--- config.mk ---
export PLATFORM = sky130hd
export DESIGN_NAME = stable_priority_queue_unit
export DESIGN_NICKNAME = d
export VERILOG_FILES = /design/src/sv/spq_pkg.sv /design/src/sv/spq_cell.sv /design/src/sv/stable_priority_queue_unit.sv
export SDC_FILE = /design/constraint.sdc
export NUM_CORES = 2
export LEC_CHECK = 0
export BUFFER_PORTS_ARGS = -buffer_cell sky130_fd_sc_hd__buf_2
export CORE_ASPECT_RATIO = 0.9
export CORE_MARGIN = 2
export CORE_UTILIZATION = 50
export DETAILED_ROUTE_END_ITERATION = 8
export GPL_TIMING_DRIVEN = 0
export MAX_ROUTING_LAYER = met4
export PLACE_DENSITY = 0.67
export SLEW_MARGIN = 20
export SYNTH_ARGS = -nofsm -noshare
export SYNTH_HDL_FRONTEND = slang
export SYNTH_SLANG_ARGS = --single-unit
--- constraint.sdc ---
create_clock -name aclk -period 4.2 [get_ports aclk]
set_clock_uncertainty 0.05 [all_clocks]
set_input_delay 0.42 -clock aclk [delete_from_list [all_inputs] [get_ports aclk]]
set_output_delay 0.42 -clock aclk [all_outputs]
set_load 0.05 [all_outputs]
--- src/sv/spq_pkg.sv ---
// ============================================================================
// spq_pkg
// Shared types and codes for the stable priority queue.
// ============================================================================
package spq_pkg;

    localparam int VALUE_W = 32;
    localparam int PRIO_FIELD_W = 8;
    localparam int STATUS_W = 2;
    localparam int OCC_W = 5;

    localparam logic REQ_ENQ = 1'b0;
    localparam logic REQ_DEQ = 1'b1;

    localparam logic [STATUS_W-1:0] ST_OK = 2'd0;
    localparam logic [STATUS_W-1:0] ST_EMPTY = 2'd1;
    localparam logic [STATUS_W-1:0] ST_FULL = 2'd2;

    typedef struct packed {
        logic enq;
        logic deq;
    } spq_ctrl_t;

endpackage

--- src/sv/spq_cell.sv ---
// ============================================================================
// spq_cell
// One slot of the sorted chain: holds an entry and moves it left or right.
// ============================================================================
module spq_cell import spq_pkg::*; #(
    parameter int PW = 8
) (
    input  logic               aclk,
    input  spq_ctrl_t          ctrl,
    input  logic               held,
    input  logic [VALUE_W-1:0] new_value,
    input  logic [PW-1:0]      new_prio,
    input  logic               left_after,
    input  logic [VALUE_W-1:0] left_value,
    input  logic [PW-1:0]      left_prio,
    input  logic [VALUE_W-1:0] right_value,
    input  logic [PW-1:0]      right_prio,
    output logic [VALUE_W-1:0] value,
    output logic [PW-1:0]      prio,
    output logic               after
);

    logic [VALUE_W-1:0] value_reg, value_next;
    logic [PW-1:0]      prio_reg, prio_next;

    assign after = held && (prio_reg >= new_prio);
    assign value = value_reg;
    assign prio  = prio_reg;

    always_comb begin
        value_next = value_reg;
        prio_next  = prio_reg;
        if (ctrl.enq && !after) begin
            if (left_after) begin
                value_next = new_value;
                prio_next  = new_prio;
            end else begin
                value_next = left_value;
                prio_next  = left_prio;
            end
        end else if (ctrl.deq) begin
            value_next = right_value;
            prio_next  = right_prio;
        end
    end

    always_ff @(posedge aclk) begin
        value_reg <= value_next;
        prio_reg  <= prio_next;
    end

endmodule

--- src/sv/stable_priority_queue_unit.sv ---
// ============================================================================
// stable_priority_queue_unit
// Bounded priority queue kept sorted in a chain of cells, FIFO among ties.
// ============================================================================
// Each word on the s_ channel is one request: tuser selects enqueue or
// dequeue, tdata carries the value and priority of an entry to enqueue.
// Every request returns exactly one word on the m_ channel with the
// dequeued entry, a status code and the occupancy after the request.
// Entries sit in a row of DEPTH cells sorted by priority, head first; on
// an enqueue each cell compares its priority with the new one in parallel
// and either holds, takes the new entry, or takes its left neighbor's.
// A dequeue shifts every cell one place toward the head.
// A request is applied to the cell row when it is accepted; its result
// appears on the m_ channel in the cycle after, and one request
// is accepted per cycle while the receiver takes results.
// The result sits in an output register; when the receiver stalls, that
// register holds and s_tready drops until the word is taken.
// Reset empties the queue and clears the output valid; cell contents are
// not cleared since only entries below the count are ever read.
// ============================================================================
module stable_priority_queue_unit import spq_pkg::*; #(
    parameter int DEPTH = 16,
    parameter int PRIO_WIDTH = 8
) (
    input  logic        aclk,
    input  logic        aresetn,
    input  logic        s_tvalid,
    output logic        s_tready,
    input  logic [39:0] s_tdata,  // in_value [31:0], in_priority [39:32]
    input  logic [0:0]  s_tuser,  // req_type [0]
    output logic        m_tvalid,
    input  logic        m_tready,
    output logic [47:0] m_tdata,  // out_value [31:0], out_priority [39:32],
                                  // occupancy [44:40], zero fill [47:45]
    output logic [1:0]  m_tuser   // status [1:0]
);

    localparam int PW = (PRIO_WIDTH < PRIO_FIELD_W) ? PRIO_WIDTH : PRIO_FIELD_W;
    localparam int CW = $clog2(DEPTH + 1);
    localparam logic [CW-1:0] FULL_COUNT = CW'(DEPTH);

    logic               accept;
    logic               req_type;
    logic [VALUE_W-1:0] in_value;
    logic [PW-1:0]      in_prio;
    spq_ctrl_t          ctrl;

    logic [CW-1:0] count_reg, count_next;
    logic          m_valid_reg;
    logic [VALUE_W-1:0]      out_value_reg, out_value_next;
    logic [PRIO_FIELD_W-1:0] out_prio_reg, out_prio_next;
    logic [STATUS_W-1:0]     status_reg, status_next;
    logic [OCC_W-1:0]        occ_reg, occ_next;

    logic [VALUE_W-1:0] cell_value [DEPTH];
    logic [PW-1:0]      cell_prio  [DEPTH];
    logic [DEPTH-1:0]   cell_after;
    logic [DEPTH-1:0]   cell_held;

    assign s_tready = !m_valid_reg || m_tready;
    assign accept   = s_tvalid && s_tready;
    assign req_type = s_tuser[0];
    assign in_value = s_tdata[31:0];
    assign in_prio  = s_tdata[32 +: PW];

    assign ctrl.enq = accept && (req_type == REQ_ENQ) && (count_reg != FULL_COUNT);
    assign ctrl.deq = accept && (req_type == REQ_DEQ) && (count_reg != '0);

    genvar gi;
    generate
        for (gi = 0; gi < DEPTH; gi++) begin : g_cell
            logic               l_after;
            logic [VALUE_W-1:0] l_value, r_value;
            logic [PW-1:0]      l_prio, r_prio;

            assign cell_held[gi] = CW'(gi) < count_reg;

            if (gi == 0) begin : g_head
                assign l_after = 1'b1;
                assign l_value = in_value;
                assign l_prio  = in_prio;
            end else begin : g_body
                assign l_after = cell_after[gi-1];
                assign l_value = cell_value[gi-1];
                assign l_prio  = cell_prio[gi-1];
            end

            if (gi == DEPTH - 1) begin : g_tail
                assign r_value = '0;
                assign r_prio  = '0;
            end else begin : g_inner
                assign r_value = cell_value[gi+1];
                assign r_prio  = cell_prio[gi+1];
            end

            spq_cell #(.PW(PW)) u_cell (
                .aclk        (aclk),
                .ctrl        (ctrl),
                .held        (cell_held[gi]),
                .new_value   (in_value),
                .new_prio    (in_prio),
                .left_after  (l_after),
                .left_value  (l_value),
                .left_prio   (l_prio),
                .right_value (r_value),
                .right_prio  (r_prio),
                .value       (cell_value[gi]),
                .prio        (cell_prio[gi]),
                .after       (cell_after[gi])
            );
        end
    endgenerate

    always_comb begin
        count_next     = count_reg;
        out_value_next = '0;
        out_prio_next  = '0;
        status_next    = ST_OK;
        if (ctrl.enq) begin
            count_next = count_reg + 1'b1;
        end else if (ctrl.deq) begin
            count_next     = count_reg - 1'b1;
            out_value_next = cell_value[0];
            out_prio_next  = PRIO_FIELD_W'(cell_prio[0]);
        end else if (req_type == REQ_ENQ) begin
            status_next = ST_FULL;
        end else begin
            status_next = ST_EMPTY;
        end
        occ_next = OCC_W'(count_next);
    end

    always_ff @(posedge aclk) begin
        if (!aresetn) begin
            count_reg   <= '0;
            m_valid_reg <= 1'b0;
        end else begin
            count_reg <= count_next;
            if (accept) begin
                m_valid_reg <= 1'b1;
            end else if (m_tready) begin
                m_valid_reg <= 1'b0;
            end
        end
    end

    always_ff @(posedge aclk) begin
        if (accept) begin
            out_value_reg <= out_value_next;
            out_prio_reg  <= out_prio_next;
            status_reg    <= status_next;
            occ_reg       <= occ_next;
        end
    end

    assign m_tvalid = m_valid_reg;
    assign m_tdata  = {3'b000, occ_reg, out_prio_reg, out_value_reg};
    assign m_tuser  = status_reg;

    a_count_bound: assert property (@(posedge aclk) disable iff (!aresetn)
        count_reg <= FULL_COUNT)
        else $error("entry count exceeds depth");

    a_empty_status: assert property (@(posedge aclk) disable iff (!aresetn)
        accept && (req_type == REQ_DEQ) && (count_reg == '0)
        |=> m_tvalid && (m_tuser == ST_EMPTY) && (count_reg == '0))
        else $error("dequeue on empty queue not reported");

    a_full_hold: assert property (@(posedge aclk) disable iff (!aresetn)
        accept && (req_type == REQ_ENQ) && (count_reg == FULL_COUNT)
        |=> (m_tuser == ST_FULL) && $stable(count_reg))
        else $error("enqueue on full queue changed the queue");

    generate
        for (gi = 0; gi + 1 < DEPTH; gi++) begin : g_order_chk
            a_sorted: assert property (@(posedge aclk) disable iff (!aresetn)
                cell_held[gi+1] |-> (cell_prio[gi] >= cell_prio[gi+1]))
                else $error("queue cells out of priority order");
        end
    endgenerate

endmodule
; ---- After elaboration in Yosys (flattened, before gate mapping)
; Cells that the tools add are included.
[totals]
regBits = 693
in_bits = 45
out_inout_bits = 52
elab_cells = 249
[classes]
n_bitwise = 2
magnitude_cmp = 32
muxes = 99
n_addsub = 2
reduce_logical = 75
n_eq_ne = 1
[ops]
columns = op, n
row1 = $mux W32, 47
row2 = $mux W8, 47
row3 = $ge A8 B8 Y1, 16
row4 = $lt A4 B5 Y1 const A, 8
row5 = $logic_and A1 B1 Y1, 37
row6 = $reduce_bool A2 Y1, 17
row7 = $lt A3 B5 Y1 const A, 4
row8 = $logic_not A1 Y1, 17
row9 = $lt A1 B5 Y1 const A, 2
row10 = $lt A2 B5 Y1 const A, 2
row11 = $mux W5, 2
row12 = $add A5 B1 Y5 const B, 1
row13 = $ne A5 B5 Y1 const B, 1
row14 = $reduce_bool A5 Y1, 1
row15 = $sub A5 B1 Y5 const B, 1
row16 = $reduce_or A2 Y1, 2
row17 = $mux W1, 2
row18 = $mux W2, 1
row19 = $not A1 Y1, 2
row20 = $logic_or A1 B1 Y1, 1

; ---- Longest topological paths before layout
[depth]
depth_word = 7
depth_mapped = 11
ltp_nobuf = 8

; ---- By module
; From an unflattened synthesis, not the netlist that was laid out.
[hier_totals]
cells_unflattened = 2766
area_unflattened_um2 = 43954.7
[by_module_without_submodules]
columns = module, area_each_um2, seq_area_each_um2, cells_each, n_inst
row1 = spq_cell at g_cell[0].u_cell ..., 2593.7, 1201.2, 162, 10
row2 = spq_cell at g_cell[4].u_cell ..., 2613.8, 1201.2, 161, 6
row3 = stable_priority_queue_unit, 2334.7, 1531.5, 180, 1

; ---- Least setup slack after synthesis
; Ideal clock, no wire load.
[synth_timing]
kind = input to register
startpoint = input s_tdata[33]
endpoint = register g_cell[8].u_cell.prio_reg[0], enable pin
cell_stages = 7
setup_slack_ps = 301
arrival_time_ps = 3446
path_buffers = 1
required_ps = 3746
path_cell_list = clkbuf_1 -> inv_1 -> ha_1 -> a2111o_1 -> and2_1 -> a311oi_4 -> nand2b_1
[synth_between]
elab_chain_cells = 5
[synth_lines]
columns = element, line
row1 = start: declaration, stable_priority_queue_unit.sv:29  ; input logic [39:0] s_tdata,
row2 = $ge A8 B8 Y1, spq_cell.sv:26  ; assign after = held && (prio_reg >= new_prio);
row3 = $logic_and A1 B1 Y1, spq_cell.sv:26
row4 = $logic_not A1 Y1, spq_cell.sv:33  ; if (ctrl.enq && !after) begin
row5 = $logic_and A1 B1 Y1, spq_cell.sv:33
row6 = $reduce_bool A2 Y1 (no line), -
row7 = end signal: assignment, spq_cell.sv:49  ; prio_reg <= prio_next;
row8 = end: declaration, spq_cell.sv:24  ; logic [PW-1:0] prio_reg, prio_next;
; No other way between the ends.
; A chain may end at the register's enable or synchronous reset.

; ---- Final worst setup path
[layout_timing]
startpoint = input s_tdata[35]
endpoint = register g_cell[15].u_cell.value_reg[14], enable pin
[layout_between]
elab_chain_cells = 5
[layout_lines]
columns = element, line
row1 = $ge A8 B8 Y1, spq_cell.sv:26
row2 = $logic_and A1 B1 Y1, spq_cell.sv:26
row3 = $logic_not A1 Y1, spq_cell.sv:33
row4 = $logic_and A1 B1 Y1, spq_cell.sv:33
row5 = $reduce_bool A2 Y1 (no line), -
row6 = end signal: assignment, spq_cell.sv:48  ; value_reg <= value_next;
row7 = end: declaration, spq_cell.sv:23  ; logic [VALUE_W-1:0] value_reg, value_next;
; No other way between the ends.

==> metrics.txt <==
Leak=16.89 nW; r2r endpoint=g_cell[15].u_cell.value[14]$_SDFFCE_PN0P_; DP Wirelength=121.8 mm; Final Cycle Share=1.034; Final Hold Vio Count=0; Max Transition Viols Final=0; H-Tree Depth=3; via count=40.36k; Port-buffer cells=61; Hold EP=m_tvalid$_SDFFE_PN0P_; CP Capture Type=flip-flop; status=finished, violations left; largest net degree at the start of global routing=41; DR pass1 iterations=9; Seq pwr share=0.379; Critical Path Fanout Max=40; Initial Util=0.5028; clock power share=0.249; Worst path max stage delay=900 ps; DRT antenna net count=0; CTS clk-pin slew, worst paths=50 ps; worst-margin pin slew=1246 ps; flop2flop setup slack=-140 ps; initial drt markers=6821; routed vias/inst=7.274; CP cell instances=buf_2 > inv_1 > ha_1 > nor2_1 > o41ai_1 > a21o_1 > clkbuf_2 > nand2_4; met2 Resource Use GR=0.5394; Mapped Avg Cell Area=10.45 µm²; Distinct cells, synth=61; Synth Cell Area=43060 µm²; warnings from Yosys=0; Final min period=4344 ps; CP arrival=4490 ps; setup tns final=-15490 ps; max reg flops=512; Worst path slowest cell=o41ai_1; R2R Path Start=count_reg[4]$_SDFF_PN0_; row count=102; met3 Use GR=0.1203; drt total wl=177.4 mm; final setup vio count=276; share of layout cells above drive strength 1=0.1099; Sequential Area=20750 µm²; hold path start=m_tready; WP data required=4340 ps; Setup CP Type=in2reg; NetSw=10.70 mW; Max-cap violations=0; All-Layer GR Usage=0.3990; Hold Crit Class=in2reg; final worst slack=-143.9 ps; Final GP Congestion=0.9920; Clock Tree Buf Depth=3; Comb power frac=0.373; vias in the first global route=36.68k; core area=85630 µm²; Seq cells post-synth=693; hold-critical path depth=3; die area=88480 µm²; met1 Resource Use GR=0.5340; CTS tree=built; Area Overhead vs Synth=12.46%; Post-synth EDFFs=687; DR WL/cell=31.98 µm; first-pass GRT wire length=250.9 mm; Syn Inst Count=4120; post-synthesis sequential area ratio=0.4819; maximum VDD drop=0.2790 mV; DRC Markers=0; Fmax achieved=230.2 MHz; Multi-input gate area=20340 µm²; die height=282.4 µm; clock sinks=693; # fillers=7421; P per Cell Area=579.6 nW/µm²; Power Internal=17.36 mW; grt ovf=0; FF-to-FF path depth=6; I/O pin count=97; CTS buffer count=79; failing checks=negative setup slack; Root Driver=clkbuf_16; most used flip-flop cell after synthesis=edfxtp_1; Nets=4505; initial antenna violation count=14; fin util=0.5654; GR peak layer=met2; Slew Limit Headroom=0.1692; Worst setup SP type=input pin; Die W=313.3 µm; total power=28.06 mW; clk_lat worst skew=650 ps; Synth async-reset ratio=0; Net Sw Frac=0.3814
-- cell families after synthesis --
logic type | Yosys count | share of synthesized area
other | 1 | 0.00008710
AO/OA/AOI/OAI | 1801 | 0.3183
AND/OR/NAND/NOR | 860 | 0.08741
flip-flops | 693 | 0.4819
multiplexers | 80 | 0.01976
XOR/XNOR | 4 | 0.0008138
buffers and inverters | 549 | 0.05336
adder cells (fa/ha/maj) | 132 | 0.03836
-- critical path: cells and delay by family --
kind | cells | cell delay (ps)
compound gates | 2 | 1590
buf+inv | 3 | 1510
simple gates | 2 | 590
fa+ha+maj | 1 | 310
-- through the flow --
| stage | hold WS, ps | cells | worst slack (ps) | instance area [µm²] |
|---|---|---|---|---|
| after floorplan | 487.6 | 4122 | 300.7 | 43060 |
| after global placement | 502.7 | 5327 | -4702 | 44800 |
| after detailed placement | 513.9 | 5350 | -1684 | 45420 |
| after CTS | 33.45 | 5518 | 61.04 | 48250 |
| after global routing | 74.32 | 5543 | -2.784 | 48410 |
| final | 44.50 | 5548 | -143.9 | 48420 |
-- metal layers --
metal | routed length, µm | up-vias
met5 | 0 | -
met4 | 11300 | 0
met3 | 26450 | 577
met2 | 71430 | 3161
met1 | 68230 | 19600
li1 | - | 17020
-- cell usage in the layout (no fill, tap or decap), drive strengths merged, types with 7 or more instances in the layout --
cell type  count
a22o         480
o211ai         7
nand3         31
a21o           7
a2111oi       12
mux2          40
diode         20
a32o          40
nor2         634
bufinv         7
nand4          8
and4           7
o21a          20
clkinv        33
ha           132
a31oi         11
mux2i         40
and2          56
a21oi        575
inv           40
a211o         12
a221oi       560
o21ai         47
nand2b        29
clkbuf       464
nor3          26
buf          256
nand2         53
edfxtp       687
a211oi        16
-- cell type report --
| cell class | count | share of cell area |
|---|---|---|
| Timing Repair Buffer | 128 | 0.02178 |
| Multi-Input combinational cell | 2884 | 0.4202 |
| Clock buffer | 95 | 0.04338 |
| Clock inverter | 42 | 0.008062 |
| Buffer | 498 | 0.04357 |
| Antenna cell | 20 | 0.001034 |
| Inverter | 44 | 0.003928 |
| Tap cell | 1144 | 0.02956 |
| Sequential cell | 693 | 0.4285 |
-- repair_timing --
item / in CTS / in global routing
pin swaps: 4 / 3
hold buffers: 1 / 0
setup endpoints to repair: 994 / 157
gates resized for setup: 9 / 2
buffers inserted: 33 / 9
endpoints found under the hold margin: 1 / 0
gates cloned: 3 / 1
-- synthesized netlist by cell type, types with 7 or more instances --
library cell,number,area [µm²]
ha_1,132,1652
nor3_1,14,70.07
o211ai_1,7,52.55
and2_1,55,344.1
a211oi_1,15,112.6
nand2_1,53,198.9
and4_1,7,61.31
a21oi_2,45,394.1
mux2i_1,40,400.4
edfxtp_1,687,20630
nand3_1,31,155.2
a21oi_1,530,2653
o21a_1,19,142.6
a32o_1,40,400.4
a31oi_1,11,68.82
mux2_1,39,439.2
buf_4,7,52.55
nor2_1,634,2380
nand4_1,8,50.05
a21o_1,7,52.55
nand2b_1,25,156.4
nor3_4,10,162.7
a221oi_1,560,4905
buf_6,10,112.6
a211o_1,12,105.1
clkbuf_1,377,1415
inv_1,44,165.2
o21ai_0,47,235.2
buf_2,108,540.5
a22o_1,480,4204
-- power by group through the flow --
stage          logic, mW  clock network [mW]  registers, mW
2_1_floorplan       6.73                   0           10.4
3_5_place_dp        9.85                   0           10.7
6_report            10.5                6.98           10.6
4_1_cts             9.99                6.97           10.5
5_1_grt             11.1                7.21           10.7
3_3_place_gp        9.41                   0           10.7
-- worst max-delay path by stage --
stage,to,slack [ps],from
after floorplan,g_cell[8].u_cell.prio[0]$_DFFE_PP_,300,s_tdata[33]
after global placement,g_cell[0].u_cell.value[14]$_DFFE_PP_,-4700,s_tdata[38]
after detailed placement,g_cell[1].u_cell.value[14]$_DFFE_PP_,-1680,s_tdata[34]
after CTS,g_cell[6].u_cell.prio[2]$_DFFE_PP_,60,count_reg[3]$_SDFF_PN0_
after global routing,g_cell[15].u_cell.value[14]$_SDFFCE_PN0P_,-3,count_reg[4]$_SDFF_PN0_
final,g_cell[15].u_cell.value[14]$_SDFFCE_PN0P_,-140,s_tdata[35]
Note: power is estimated with default switching activity, not from simulation.
